===== src/hdl/spd_pkg.sv =====
package spd_pkg;

    // header layout and framing constants
    localparam logic [15:0] PREAMBLE     = 16'hABCD;
    localparam logic [15:0] RSV_WORD_1   = 16'hF1F1;
    localparam logic [15:0] RSV_WORD_2   = 16'hF2F2;
    localparam logic [15:0] RSV_WORD_3   = 16'hF3F3;
    localparam logic [7:0]  TYPE_ANALOG  = 8'h00;
    localparam logic [7:0]  TYPE_DIGITAL = 8'hFF;
    localparam int          HDR_BYTES    = 16;
    localparam int          WIN_DEPTH    = 15;
    localparam int          OVERHEAD     = 18;
    localparam int          MIN_TOTAL    = 20;

    // voltage conversion
    localparam logic [15:0] FULL_SCALE_RESET = 16'd3300;
    localparam int          MV_DIVISOR       = 255;

    // register map (index taken from paddr[2])
    localparam logic [0:0] REG_FULL_SCALE = 1'b0;

    // packet queue between front and back
    localparam int SLOTS  = 2;
    localparam int SLOT_W = 1;

    // parameter defaults
    localparam int DEF_MAX_SAMPLE_BYTES = 16;
    localparam int DEF_CHANNELS         = 8;

    typedef struct packed {
        logic [7:0] data_byte;
        logic       buffer_last;
    } t_in_item;

    typedef struct packed {
        logic [7:0]  src_kind;
        logic [7:0]  src_chan;
        logic [31:0] timestamp;
        logic [2:0]  channel_index;
        logic        time_index;
        logic [7:0]  raw_code;
        logic [15:0] millivolts;
        logic        last;
    } t_out_item;

    typedef struct packed {
        logic [7:0]  ptype;
        logic [7:0]  pchan;
        logic [31:0] ptime;
    } t_pkt_meta;

    // front to queue control
    typedef struct packed {
        logic hdr_we;
        logic sample_we;
        logic push;
    } t_fq_ctrl;

    // back to queue control
    typedef struct packed {
        logic rd_en;
        logic pop;
    } t_bq_ctrl;

endpackage


===== src/hdl/spd_front.sv =====
module spd_front import spd_pkg::*; #(
    parameter int MAX_SAMPLE_BYTES = DEF_MAX_SAMPLE_BYTES
) (
    input  logic                                     i_clk,
    input  logic                                     i_rst_n,
    input  logic                                     i_in_valid,
    output logic                                     o_in_ready,
    input  t_in_item                                 i_in,
    input  logic                                     i_q_full,
    output t_fq_ctrl                                 o_ctrl,
    output logic [$clog2(MAX_SAMPLE_BYTES)-1:0]      o_sample_idx,
    output logic [7:0]                               o_sample_data,
    output t_pkt_meta                                o_meta,
    output logic [$clog2(MAX_SAMPLE_BYTES+1)-1:0]    o_count
);

    localparam int K_W   = $clog2(MAX_SAMPLE_BYTES);
    localparam int N_W   = $clog2(MAX_SAMPLE_BYTES + 1);
    localparam int TOT_W = $clog2(OVERHEAD + MAX_SAMPLE_BYTES + 1);

    localparam logic PH_HUNT    = 1'b0;
    localparam logic PH_COLLECT = 1'b1;

    localparam logic [3:0] FILL_FULL = 4'(WIN_DEPTH);

    logic             r_phase, n_phase;
    logic [3:0]       r_fill, n_fill;
    logic [TOT_W-1:0] r_total, n_total;
    logic [TOT_W-1:0] r_seen, n_seen;
    logic [7:0]       r_win [WIN_DEPTH];

    logic             accept;
    logic             hdr_ok;
    logic [15:0]      len;
    logic [TOT_W:0]   pos_ext;
    logic [TOT_W-1:0] seen_inc;

    assign o_in_ready = !i_q_full;
    assign accept     = i_in_valid && !i_q_full;

    // candidate header: window bytes 0..14 plus the new byte
    assign len = {r_win[8], r_win[9]};
    assign hdr_ok = ({r_win[0], r_win[1]} == PREAMBLE)
        && ((r_win[2] == TYPE_ANALOG) || (r_win[2] == TYPE_DIGITAL))
        && (len >= 16'(MIN_TOTAL))
        && (len <= 16'(OVERHEAD + MAX_SAMPLE_BYTES))
        && ({r_win[10], r_win[11]} == RSV_WORD_1)
        && ({r_win[12], r_win[13]} == RSV_WORD_2)
        && ({r_win[14], i_in.data_byte} == RSV_WORD_3);

    assign o_meta.ptype = r_win[2];
    assign o_meta.pchan = r_win[3];
    assign o_meta.ptime = {r_win[6], r_win[7], r_win[4], r_win[5]};
    assign o_count      = N_W'(len - 16'(OVERHEAD));

    // sample position within the packet
    assign pos_ext       = {1'b0, r_seen} - (TOT_W + 1)'(HDR_BYTES);
    assign o_sample_idx  = pos_ext[K_W-1:0];
    assign o_sample_data = i_in.data_byte;
    assign seen_inc      = r_seen + TOT_W'(1);

    // hunt / collect control
    always_comb begin
        n_phase = r_phase;
        n_fill  = r_fill;
        n_total = r_total;
        n_seen  = r_seen;
        o_ctrl  = '0;
        unique case (r_phase)
            PH_HUNT: begin
                if (accept) begin
                    if (r_fill != FILL_FULL) begin
                        n_fill = r_fill + 4'd1;
                    end else if (hdr_ok) begin
                        o_ctrl.hdr_we = 1'b1;
                        n_total = TOT_W'(len);
                        n_seen  = TOT_W'(HDR_BYTES);
                        n_fill  = 4'd0;
                        n_phase = PH_COLLECT;
                    end
                end
            end
            PH_COLLECT: begin
                if (accept) begin
                    o_ctrl.sample_we = ({1'b0, r_seen} + (TOT_W + 1)'(2)) < {1'b0, r_total};
                    n_seen = seen_inc;
                    if (seen_inc >= r_total) begin
                        o_ctrl.push = 1'b1;
                        n_phase = PH_HUNT;
                        n_fill  = 4'd0;
                    end
                end
            end
            default: begin
                n_phase = PH_HUNT;
                n_fill  = 4'd0;
            end
        endcase
        // end of buffer drops any unfinished packet and the window
        if (accept && i_in.buffer_last) begin
            n_phase = PH_HUNT;
            n_fill  = 4'd0;
        end
    end

    always_ff @(posedge i_clk) begin
        if (!i_rst_n) begin
            r_phase <= PH_HUNT;
            r_fill  <= 4'd0;
            r_total <= '0;
            r_seen  <= '0;
        end else begin
            r_phase <= n_phase;
            r_fill  <= n_fill;
            r_total <= n_total;
            r_seen  <= n_seen;
        end
    end

    // sliding window, shifted on every hunting byte
    always_ff @(posedge i_clk) begin
        if (accept && (r_phase == PH_HUNT)) begin
            for (int i = 0; i < WIN_DEPTH - 1; i++) begin
                r_win[i] <= r_win[i+1];
            end
            r_win[WIN_DEPTH-1] <= i_in.data_byte;
        end
    end

endmodule


===== src/hdl/spd_queue.sv =====
module spd_queue import spd_pkg::*; #(
    parameter int MAX_SAMPLE_BYTES = DEF_MAX_SAMPLE_BYTES
) (
    input  logic                                     i_clk,
    input  logic                                     i_rst_n,
    // front side
    input  t_fq_ctrl                                 i_fctrl,
    input  logic [$clog2(MAX_SAMPLE_BYTES)-1:0]      i_sample_idx,
    input  logic [7:0]                               i_sample_data,
    input  t_pkt_meta                                i_meta,
    input  logic [$clog2(MAX_SAMPLE_BYTES+1)-1:0]    i_count,
    output logic                                     o_full,
    // back side
    input  t_bq_ctrl                                 i_bctrl,
    input  logic [$clog2(MAX_SAMPLE_BYTES)-1:0]      i_rd_idx,
    output logic                                     o_not_empty,
    output t_pkt_meta                                o_meta,
    output logic [$clog2(MAX_SAMPLE_BYTES+1)-1:0]    o_count,
    output logic [7:0]                               o_rd_data
);

    localparam int K_W       = $clog2(MAX_SAMPLE_BYTES);
    localparam int N_W       = $clog2(MAX_SAMPLE_BYTES + 1);
    localparam int MEM_DEPTH = SLOTS << K_W;

    logic [SLOT_W:0]   r_used;
    logic [SLOT_W-1:0] r_wp, r_rp;

    logic [7:0]     r_mem   [MEM_DEPTH];
    t_pkt_meta      r_meta  [SLOTS];
    logic [N_W-1:0] r_count [SLOTS];
    logic [7:0]     r_rd_data;

    assign o_full      = (r_used == (SLOT_W + 1)'(SLOTS));
    assign o_not_empty = (r_used != '0);
    assign o_meta      = r_meta[r_rp];
    assign o_count     = r_count[r_rp];
    assign o_rd_data   = r_rd_data;

    // slot pointers and occupancy
    always_ff @(posedge i_clk) begin
        if (!i_rst_n) begin
            r_used <= '0;
            r_wp   <= '0;
            r_rp   <= '0;
        end else begin
            if (i_fctrl.push) begin
                r_wp <= r_wp + SLOT_W'(1);
            end
            if (i_bctrl.pop) begin
                r_rp <= r_rp + SLOT_W'(1);
            end
            if (i_fctrl.push && !i_bctrl.pop) begin
                r_used <= r_used + (SLOT_W + 1)'(1);
            end else if (!i_fctrl.push && i_bctrl.pop) begin
                r_used <= r_used - (SLOT_W + 1)'(1);
            end
        end
    end

    // per-packet header fields
    always_ff @(posedge i_clk) begin
        if (i_fctrl.hdr_we) begin
            r_meta[r_wp]  <= i_meta;
            r_count[r_wp] <= i_count;
        end
    end

    // sample memory, one bank per slot
    always_ff @(posedge i_clk) begin
        if (i_fctrl.sample_we) begin
            r_mem[{r_wp, i_sample_idx}] <= i_sample_data;
        end
        if (i_bctrl.rd_en) begin
            r_rd_data <= r_mem[{r_rp, i_rd_idx}];
        end
    end

endmodule


===== src/hdl/spd_back.sv =====
module spd_back import spd_pkg::*; #(
    parameter int MAX_SAMPLE_BYTES = DEF_MAX_SAMPLE_BYTES,
    parameter int CHANNELS         = DEF_CHANNELS
) (
    input  logic                                     i_clk,
    input  logic                                     i_rst_n,
    input  logic [15:0]                              i_full_scale_mv,
    input  logic                                     i_q_not_empty,
    input  t_pkt_meta                                i_meta,
    input  logic [$clog2(MAX_SAMPLE_BYTES+1)-1:0]    i_count,
    input  logic [7:0]                               i_rd_data,
    output t_bq_ctrl                                 o_bctrl,
    output logic [$clog2(MAX_SAMPLE_BYTES)-1:0]      o_rd_idx,
    output logic                                     o_out_valid,
    input  logic                                     i_out_ready,
    output t_out_item                                o_out
);

    localparam int K_W  = $clog2(MAX_SAMPLE_BYTES);
    localparam int N_W  = $clog2(MAX_SAMPLE_BYTES + 1);
    localparam int CH_W = (CHANNELS > 1) ? $clog2(CHANNELS) : 1;
    localparam logic [CH_W-1:0] CH_LAST = CH_W'(CHANNELS - 1);

    logic [K_W-1:0]  r_k;
    logic [CH_W-1:0] r_ch;

    logic            r_s1_valid, r_s2_valid, r_s3_valid, r_out_valid;
    t_out_item       r_s1, r_s2, r_s3, r_out;
    logic [23:0]     r_s2_prod, r_s3_prod;
    logic [15:0]     r_s3_quot;

    logic            adv, issue, k_last;
    logic [CH_W+2:0] ch_ext;
    t_out_item       s1_item;
    t_out_item       s2_item;
    t_out_item       out_item;
    logic [23:0]     prod;
    logic [24:0]     est_sum;
    logic [24:0]     rem;
    logic            bump;

    // whole pipeline moves when the output register can take a new result
    assign adv    = !r_out_valid || i_out_ready;
    assign issue  = adv && i_q_not_empty;
    assign k_last = (N_W'(r_k) + N_W'(1)) == i_count;

    assign o_bctrl.rd_en = issue;
    assign o_bctrl.pop   = issue && k_last;
    assign o_rd_idx      = r_k;

    assign ch_ext = {3'b000, r_ch};

    // result fields known at issue time
    always_comb begin
        s1_item               = '0;
        s1_item.src_kind      = i_meta.ptype;
        s1_item.src_chan      = i_meta.pchan;
        s1_item.timestamp     = i_meta.ptime;
        s1_item.channel_index = ch_ext[2:0];
        s1_item.time_index    = r_k[0];
        s1_item.last          = k_last;
    end

    // sample and channel counters
    always_ff @(posedge i_clk) begin
        if (!i_rst_n) begin
            r_k  <= '0;
            r_ch <= '0;
        end else if (issue) begin
            if (k_last) begin
                r_k  <= '0;
                r_ch <= '0;
            end else begin
                r_k <= r_k + K_W'(1);
                if (r_k[0]) begin
                    r_ch <= (r_ch == CH_LAST) ? '0 : r_ch + CH_W'(1);
                end
            end
        end
    end

    // stage valids
    always_ff @(posedge i_clk) begin
        if (!i_rst_n) begin
            r_s1_valid  <= 1'b0;
            r_s2_valid  <= 1'b0;
            r_s3_valid  <= 1'b0;
            r_out_valid <= 1'b0;
        end else if (adv) begin
            r_s1_valid  <= issue;
            r_s2_valid  <= r_s1_valid;
            r_s3_valid  <= r_s2_valid;
            r_out_valid <= r_s3_valid;
        end
    end

    // scale: raw code times full scale
    assign prod = 24'(i_rd_data) * 24'(i_full_scale_mv);

    // divide by 255: estimate from p/256 series, low by at most one
    assign est_sum = 25'(r_s2_prod) + 25'(r_s2_prod >> 8) + 25'(r_s2_prod >> 16);

    // remainder check corrects the estimate
    assign rem  = 25'(r_s3_prod) + 25'(r_s3_quot) - (25'(r_s3_quot) << 8);
    assign bump = rem >= 25'(MV_DIVISOR);

    // raw code joins the item once the memory read returns
    always_comb begin
        s2_item          = r_s1;
        s2_item.raw_code = i_rd_data;
    end

    // corrected quotient joins the item at the output register
    always_comb begin
        out_item            = r_s3;
        out_item.millivolts = r_s3_quot + 16'(bump);
    end

    always_ff @(posedge i_clk) begin
        if (adv) begin
            r_s1 <= s1_item;

            r_s2      <= s2_item;
            r_s2_prod <= prod;

            r_s3      <= r_s2;
            r_s3_prod <= r_s2_prod;
            r_s3_quot <= est_sum[23:8];

            r_out <= out_item;
        end
    end

    assign o_out_valid = r_out_valid;
    assign o_out       = r_out;

endmodule


===== src/hdl/sample_packet_deframer.sv =====
// Sample packet deframer.
// Input channel: one stream byte per request (i_in.data_byte), with
// i_in.buffer_last set on the last byte of a transfer buffer. Bytes are
// scanned for a 16-byte header (preamble ABCD, type 00 or FF, length 20 to
// 18 plus MAX_SAMPLE_BYTES, reserved words F1F1 F2F2 F3F3); sample bytes
// after it are stored and the two checksum bytes are skipped.
// Output channel: one request per sample byte once the packet's last byte
// is in, carrying header fields, channel/time index, raw code and
// millivolts = floor(raw * full_scale_mv / 255); last marks the final one.
// Config: full_scale_mv at byte address 0 over the APB port, reset 3300.
// Throughput: one input byte per cycle. The front takes a byte every cycle
// while the two-slot packet queue has a free slot; the back issues one
// result per cycle out of the sample memory read port unless the receiver
// stalls. Path: a packet's first result passes the memory read, multiply,
// divide estimate and correction registers after its final byte is accepted.
// Reset: the window is emptied, the queue is cleared, hunting restarts.
// When the receiver stalls the back pipeline holds; the front keeps taking
// bytes until both queue slots hold finished packets, then deasserts ready.
module sample_packet_deframer import spd_pkg::*; #(
    parameter int MAX_SAMPLE_BYTES = DEF_MAX_SAMPLE_BYTES,
    parameter int CHANNELS         = DEF_CHANNELS
) (
    input  logic        i_clk,
    input  logic        i_rst_n,
    // input stream
    input  logic        i_in_valid,
    output logic        o_in_ready,
    input  t_in_item    i_in,
    // result stream
    output logic        o_out_valid,
    input  logic        i_out_ready,
    output t_out_item   o_out,
    // configuration
    input  logic        psel,
    input  logic        penable,
    input  logic        pwrite,
    input  logic [2:0]  paddr,
    input  logic [31:0] pwdata,
    output logic [31:0] prdata,
    output logic        pready
);

    localparam int K_W = $clog2(MAX_SAMPLE_BYTES);
    localparam int N_W = $clog2(MAX_SAMPLE_BYTES + 1);

    logic [15:0] r_full_scale_mv;

    t_fq_ctrl       fctrl;
    t_bq_ctrl       bctrl;
    logic [K_W-1:0] sample_idx, rd_idx;
    logic [7:0]     sample_data, rd_data;
    t_pkt_meta      f_meta, b_meta;
    logic [N_W-1:0] f_count, b_count;
    logic           q_full, q_not_empty;

    // configuration register
    assign pready = 1'b1;
    always_ff @(posedge i_clk) begin
        if (!i_rst_n) begin
            r_full_scale_mv <= FULL_SCALE_RESET;
        end else if (psel && penable && pwrite && (paddr[2] == REG_FULL_SCALE)) begin
            r_full_scale_mv <= pwdata[15:0];
        end
    end
    assign prdata = (paddr[2] == REG_FULL_SCALE) ? {16'd0, r_full_scale_mv} : 32'd0;

    spd_front #(
        .MAX_SAMPLE_BYTES(MAX_SAMPLE_BYTES)
    ) u_front (
        .i_clk         (i_clk),
        .i_rst_n       (i_rst_n),
        .i_in_valid    (i_in_valid),
        .o_in_ready    (o_in_ready),
        .i_in          (i_in),
        .i_q_full      (q_full),
        .o_ctrl        (fctrl),
        .o_sample_idx  (sample_idx),
        .o_sample_data (sample_data),
        .o_meta        (f_meta),
        .o_count       (f_count)
    );

    spd_queue #(
        .MAX_SAMPLE_BYTES(MAX_SAMPLE_BYTES)
    ) u_queue (
        .i_clk         (i_clk),
        .i_rst_n       (i_rst_n),
        .i_fctrl       (fctrl),
        .i_sample_idx  (sample_idx),
        .i_sample_data (sample_data),
        .i_meta        (f_meta),
        .i_count       (f_count),
        .o_full        (q_full),
        .i_bctrl       (bctrl),
        .i_rd_idx      (rd_idx),
        .o_not_empty   (q_not_empty),
        .o_meta        (b_meta),
        .o_count       (b_count),
        .o_rd_data     (rd_data)
    );

    spd_back #(
        .MAX_SAMPLE_BYTES(MAX_SAMPLE_BYTES),
        .CHANNELS        (CHANNELS)
    ) u_back (
        .i_clk           (i_clk),
        .i_rst_n         (i_rst_n),
        .i_full_scale_mv (r_full_scale_mv),
        .i_q_not_empty   (q_not_empty),
        .i_meta          (b_meta),
        .i_count         (b_count),
        .i_rd_data       (rd_data),
        .o_bctrl         (bctrl),
        .o_rd_idx        (rd_idx),
        .o_out_valid     (o_out_valid),
        .i_out_ready     (i_out_ready),
        .o_out           (o_out)
    );

endmodule


===== config.mk =====
export PLATFORM = sky130hd
export DESIGN_NAME = sample_packet_deframer
export DESIGN_NICKNAME = d
export VERILOG_FILES = /design/src/hdl/spd_pkg.sv /design/src/hdl/spd_front.sv /design/src/hdl/spd_queue.sv /design/src/hdl/spd_back.sv /design/src/hdl/sample_packet_deframer.sv
export SDC_FILE = /design/constraint.sdc
export NUM_CORES = 1
export LEC_CHECK = 0
export ABC_AREA = 0
export BUFFER_PORTS_ARGS = -buffer_cell sky130_fd_sc_hd__buf_2
export CORE_ASPECT_RATIO = 1.1
export CORE_MARGIN = 8
export CORE_UTILIZATION = 50
export DETAILED_ROUTE_END_ITERATION = 10
export PLACE_DENSITY = 0.67
export SETUP_SLACK_MARGIN = 0.05
export SLEW_MARGIN = 15
export SYNTH_ARGS = -nofsm -noshare
export SYNTH_HDL_FRONTEND = slang
export SYNTH_HIERARCHICAL = 1
export SYNTH_SLANG_ARGS = --single-unit

===== constraint.sdc =====
create_clock -name i_clk -period 15.4 [get_ports i_clk]
set_clock_uncertainty 0.15 [all_clocks]
set_input_delay 3.08 -clock i_clk [delete_from_list [all_inputs] [get_ports i_clk]]
set_output_delay 3.08 -clock i_clk [all_outputs]
set_load 0.02 [all_outputs]

Word-level counts from Yosys, hierarchy flattened
Memory sizes are Yosys's and may differ from the RTL's. A register that Yosys moved wholly into a read port is not among the register bits.
Cells that the tools add are included.
{"block": "classes", "n_addsub": 17, "multipliers": 1, "order_cmp": 5, "n_eq_ne": 15, "muxes": 36, "bitwise_logic": 4, "n_reduce_logical": 31}
{"cell": "$eq A16 B16 Y1 const B", "count": 4}
{"cell": "$add A24 B16 Y25", "count": 1}
{"cell": "$ge A25 B8 Y1 const B", "count": 1}
{"cell": "$sub A25 B24 Y25", "count": 1}
{"cell": "$add A24 B16 Y24", "count": 1}
{"cell": "$add A24 B8 Y24", "count": 1}
{"cell": "$mul A8 B16 Y24", "count": 1}
{"cell": "$mux W4", "count": 6}
{"cell": "$mux W6", "count": 4}
{"cell": "$add A16 B1 Y16", "count": 1}
{"cell": "$ge A16 B5 Y1 const B", "count": 1}
{"cell": "$le A16 B6 Y1 const B", "count": 1}
{"cell": "$logic_and A1 B1 Y1", "count": 16}
{"cell": "$mux W16", "count": 1}
{"cell": "$mux W1", "count": 15}
{"cell": "$pmux W6 S2", "count": 1}
{"cell": "$reduce_and A4 Y1", "count": 3}
{"cell": "$mux W3", "count": 3}
{"cell": "$add A4 B1 Y4 const B", "count": 2}
{"cell": "$eq A8 B8 Y1 const B", "count": 1}
{"cell": "$logic_not A8 Y1", "count": 1}
{"cell": "$mux W2", "count": 4}
{"cell": "$pmux W4 S2", "count": 1}
{"cell": "$add A6 B2 Y7 const B", "count": 1}
{"cell": "24 further kinds", "count": 37}
{"block": "word_totals", "ff_bits": 316, "ramBits": 482, "in_bits": 51, "out_inout_bits": 112, "elab_cells": 155, "memories": 4}
{"memory": "u_queue.r_mem", "words": 32, "word_bits": 8, "rd": 1, "rd_clocked_by_memory_dff": 1, "write_ports": 1, "line": "spd_queue.sv:29", "source": "logic [7:0] r_mem [MEM_DEPTH];"}
{"memory": "u_front.r_win", "words": 15, "word_bits": 8, "rd": 15, "rd_clocked_by_memory_dff": 0, "write_ports": 15, "line": "spd_front.sv:30", "source": "logic [7:0] r_win [WIN_DEPTH];"}
{"memory": "u_queue.r_meta", "words": 2, "word_bits": 48, "rd": 1, "rd_clocked_by_memory_dff": 1, "write_ports": 1, "line": "spd_queue.sv:30", "source": "t_pkt_meta r_meta [SLOTS];"}
{"memory": "u_queue.r_count", "words": 2, "word_bits": 5, "rd": 1, "rd_clocked_by_memory_dff": 1, "write_ports": 1, "line": "spd_queue.sv:31", "source": "logic [N_W-1:0] r_count [SLOTS];"}

Longest topological paths before layout
An unclocked memory read counts as a cell.
{"block": "depth", "word_depth": 15, "ltp_mapped": 22, "ltp_nobuf": 21}

Modules after synthesis
Netlist, hierarchy kept.
{"module": "spd_back", "n_inst": 1, "cells_each": 1244, "area_each_um2": 16980.0, "seq_area_each_um2": 9709.3}
{"module": "spd_queue", "n_inst": 1, "cells_each": 606, "area_each_um2": 14151.1, "seq_area_each_um2": 11210.8}
{"module": "spd_front", "n_inst": 1, "cells_each": 388, "area_each_um2": 5775.5, "seq_area_each_um2": 3943.8}
{"module": "sample_packet_deframer", "n_inst": 1, "cells_each": 106, "area_each_um2": 937.1, "seq_area_each_um2": 320.3}

Worst setup path after synthesis
OpenSTA, ideal clock, no wires.
{"block": "synth_path", "kind": "input to register", "start": "input port i_out_ready", "end": "register u_queue.r_used[1]", "setup_ns": 0.070, "t_arrival_ns": 11.645, "t_required_ns": 15.180, "setup_slack_ns": 3.536, "path_stages": 9, "n_path_buf": 0, "path_cell_list": "nor2b_1 > inv_1 > nand2_1 > inv_1 > and2_1 > inv_1 > ha_1 > or3_1 > a21oi_1"}
{"item": "start, declared", "line": "sample_packet_deframer.sv:31", "source": "input logic i_out_ready,"}
{"item": "end signal, assigned", "line": "spd_queue.sv:54", "source": "r_used <= r_used + (SLOT_W + 1)'(1);"}
{"item": "end signal, assigned", "line": "spd_queue.sv:56", "source": "r_used <= r_used - (SLOT_W + 1)'(1);"}
{"item": "end, declared", "line": "spd_queue.sv:26", "source": "logic [SLOT_W:0] r_used;"}

Worst setup path after layout
{"block": "layout_path", "start": "input port paddr[2]", "end": "output port prdata[15]"}
{"block": "layout_between", "elab_chain_len": 1}
{"item": "start, declared", "line": "sample_packet_deframer.sv:37", "source": "input logic [2:0] paddr,"}
{"item": "$mux W16", "line": "sample_packet_deframer.sv:65", "source": "assign prdata = (paddr[2] == REG_FULL_SCALE) ? {16'd0, r_full_scale_mv} : 32'd0;"}
{"item": "end, declared", "line": "sample_packet_deframer.sv:39", "source": "output logic [31:0] prdata,"}
Every way passes these cells.

==> metrics.md <==
| Metric | Value |
|---|---|
| Run status | complete, no violations |
| IO buf count | 127 |
| Core area | 75,500 µm² |
| Synth Area in Adders | roughly a tenth |
| Synth Area in Compound Gates | roughly 3.7% |
| Peak supply drop | 0.122 mV |
| Fin Setup TNS | 0 ns |
| Reg2Reg Launch Point | u_back/r_s3_quot[1] |
| P per Cell Area | around 140 nW/µm² |
| Post-placement setup slack | around 8.5 ns |
| Cell Rows | about 110 |
| Cells after Synth | 2,344 |
| Post-synth top area share | between 60% and 70% |
| Switch share | ~28% |
| Critical setup path kind | in -> out |
| Number of enable flip-flop cells after synthesis | just over 800 |
| CTS max path bufs | 3 |
| RSZ-0062 raised after global routing | false |
| Non-filler instance count after layout | roughly 3,500 |
| Final period util | approximately 45% |
| Design Area, Final | between 40,000 and 50,000 µm² |
| Number of global-route vias before repair | 19,500 |
| Routed Antenna Nets | 0 |
| CP endpoint kind | output port |
| Clock share of power | 33.4% |
| Cell taking the most area after synthesis | edfxtp_1 |
| Mux cell area share after synthesis | 7.27% |
| Register bit total from synthesis | about 860 |
| Ys Warns | 6 |
| Clock Latency Late Sink | roughly 0.64 ns |
| Simple-gate share of the synthesized area | 7.10% |
| Min-Delay Path Class | reg -> reg |
| Starting DRT DRC Count | 1,371 |
| Synthesized area | 37,800 µm² |
| Max-Slew Margin vs Limit | 24.6% |
| I/O pin total | roughly 160 |
| Die span in x | about 280 µm |
| Initial Util | about half |
| First-pass GRT wire length | between 100,000 and 150,000 µm |
| CTS tree | done |
| Crit Path Max Fanout | 17 |
| Post-CTS Setup Inserts | 0 |
| CP Launch Type | input port |
| Most Frequent Cell on Critical Path | buf_2 |
| Mean cell area of the mapped netlist | around 16 µm² |
| Final WS setup | ~8.5 ns |
| # Max-Cap Violations | 0 |
| HP Start | u_back/r_s1[41] |
| P_int | 4.29 mW |
| Ys async rst share | 0% |
| WL final | a little under 70,000 µm |
| Largest family of logic cells by synthesized area | adder cells |
| Fmax achieved | between 0.1 and 0.15 GHz |
| Drt wl/cell | just under 20 µm |
| Synth cell types | 89 |
| Clock sinks | roughly 860 |
| Seq/Total Area, Yosys | between 60 and 70% |
| Sw Pwr | approximately 1.7 mW |
| Placed Cells | ~3,300 |
| Crit path from | paddr[2] |
| Synth top area cells | edfxtp_1, fa_1, mux4_2 |
| Comb pwr share | 20.9% |
| Tmin final | ~6.9 ns |
| Static Leak | between 15 and 20 nW |
| Slew at the pin closest to its max-slew limit | around 1.1 ns |
| Routability Congestion | around 0.85 |
| Final Hold Viols | 0 |
| # DRC | 0 |
| Most instantiated cells after synthesis | edfxtp_1, inv_1, nand2_1 |
| Most frequent cell after synthesis | edfxtp_1 |
| Critical Path RT | around 12 ns |
| Cell Area, Placed | between 30,000 and 40,000 µm² |
| CTS Hold Bufs | 0 |
| Top_reg_cell synth | edfxtp_1 |
| Overflow after GRT | 0 |
| Slew Viols, Final | 0 |
| Die Height | 305 µm |
| Clock buffer count from CTS | between 80 and 90 |
| CP peak stage delay | 0.25 ns |
| Layout cells sized above 1 | between 15 and 20% |
| Drt pass-1 iters | 5 |
| Antenna cells | 0 |
| CP arrival | 3.72 ns |
| Setup-failing EPs final | 0 |
| CTS resizes | 0 |
| Sequential share of power | around 46% |
| GRT Total Usage | between 10% and 20% |
| DR vias/cell | 5.47 |
| Xor-xnor portion of the synthesized cell area | approximately 1.6% |
| Initial antenna violation count | 1 |
| Total number of vias | 19,000 |
| Root Driver | clkbuf_16 |
| Largest net degree at the start of global routing | ~190 |
| Clock transition at the registers of the reported paths | 0.06 ns |
| Level count of the clock H-tree | 3 |
| Area Growth Syn to Fin | 10.2% |
| Detailed placer's ending HPWL | between 40,000 and 50,000 µm |
| Crit path cell chain | buf_2, and2b_2, buf_2 |
| Crit-path slowest cell | and2b_2 |
| Die area | 84,800 µm² |
| Nets | 2,726 |
## metrics by stage
step	hold WS [ns]	total power [mW]	utilization, %
3_3_place_gp	0.251	3.96	51.6
3_5_place_dp	0.255	4.00	51.6
5_1_grt	0.271	6.26	55.2
6_report	0.263	5.97	55.2
2_1_floorplan	0.250	3.74	-
4_1_cts	0.262	6.01	55.2
## layout by cell type, fill, tap and decap left out, types with 22 or more instances in the layout
cell type / synthesis / routed
xor2_1: 22 / 22
o21ai_0: 39 / 39
nand2_1: 138 / 138
mux2_2: 63 / 63
nand3_1: 31 / 31
a21oi_1: 52 / 52
mux4_2: 80 / 80
xnor2_1: 49 / 49
inv_1: 181 / 180
nor2b_1: 37 / 36
buf_2: 3 / 127
dfxtp_1: 49 / 46
nor2_1: 80 / 80
fa_1: 99 / 99
edfxtp_1: 806 / 806
mux2i_1: 24 / 24
and2_1: 77 / 76
ha_1: 130 / 130
clkbuf_16: 0 / 84
## worst max-delay path: cells and delay by family
family / cells / cell delay, ns
buffers and inverters: 2 / 0.38
and+or+nand+nor: 1 / 0.25
## cells by family after synthesis
group | count (synthesis)
buffers and inverters | 319
AND/OR/NAND/NOR | 491
AO/OA/AOI/OAI | 210
other | 2
XOR/XNOR | 71
multiplexers | 167
adder cells (fa/ha/maj) | 229
flip-flops | 855
## final timing paths
path	slack, ns	cells past startpoint	end
worst max-delay path	8.45	3	prdata[15]
worst min-delay path	0.26	0	u_back/r_s2[41]
worst max register to register	9.17	20	u_back/o_out[16]
worst min register to register	0.26	0	u_back/r_s2[41]
## metal layers
layer | vias to the layer above | GRT usage (%) | routed length, µm
li1 | 8789 | - | -
met1 | 9662 | 20.5 | 29300
met2 | 460 | 27.3 | 34500
met3 | 109 | 2.63 | 3110
met4 | 0 | 5.22 | 1810
met5 | - | 0 | 0
## sequential cells by signal, summed over array words and instances, names as in the netlist, 2 cells and up, named ones only
register and cells:
u_queue/r_mem 256, u_front/r_win 120, u_queue/r_meta 96, u_back/o_out 77
u_back/out_item 61, u_back/r_s2 61, u_back/r_s1 53, u_back/r_s2_prod 24
u_back/r_s3_prod 24, r_full_scale_mv 16, u_back/r_s3_quot 16, u_queue/r_count 10
u_queue/o_rd_data 8, u_front/r_seen 6, u_front/r_total 6, u_back/o_rd_idx 4
u_front/r_fill 4, u_back/r_ch 3, u_queue/r_used 2
## area by class of cell
class                           instances  area (µm²)
Sequential cell                       855       25200
Timing Repair Buffer                  137         723
Clock buffer                          100        2160
Fill cell                            5738       33800
Multi-Input combinational cell       1185       11200
Inverter                              183         697
Clock inverter                         48         551
Tap cell                              972        1220
## power groups by stage
stage          combinational, mW  sequential (mW)  clock (mW)
6_report                    1.25             2.73        1.99
5_1_grt                     1.39             2.74        2.13
4_1_cts                     1.23             2.73        2.04
3_5_place_dp                1.22             2.78           0
3_3_place_gp                1.18             2.78           0
2_1_floorplan              0.970             2.77           0
No activity file was read; power rests on OpenSTA's default activity.
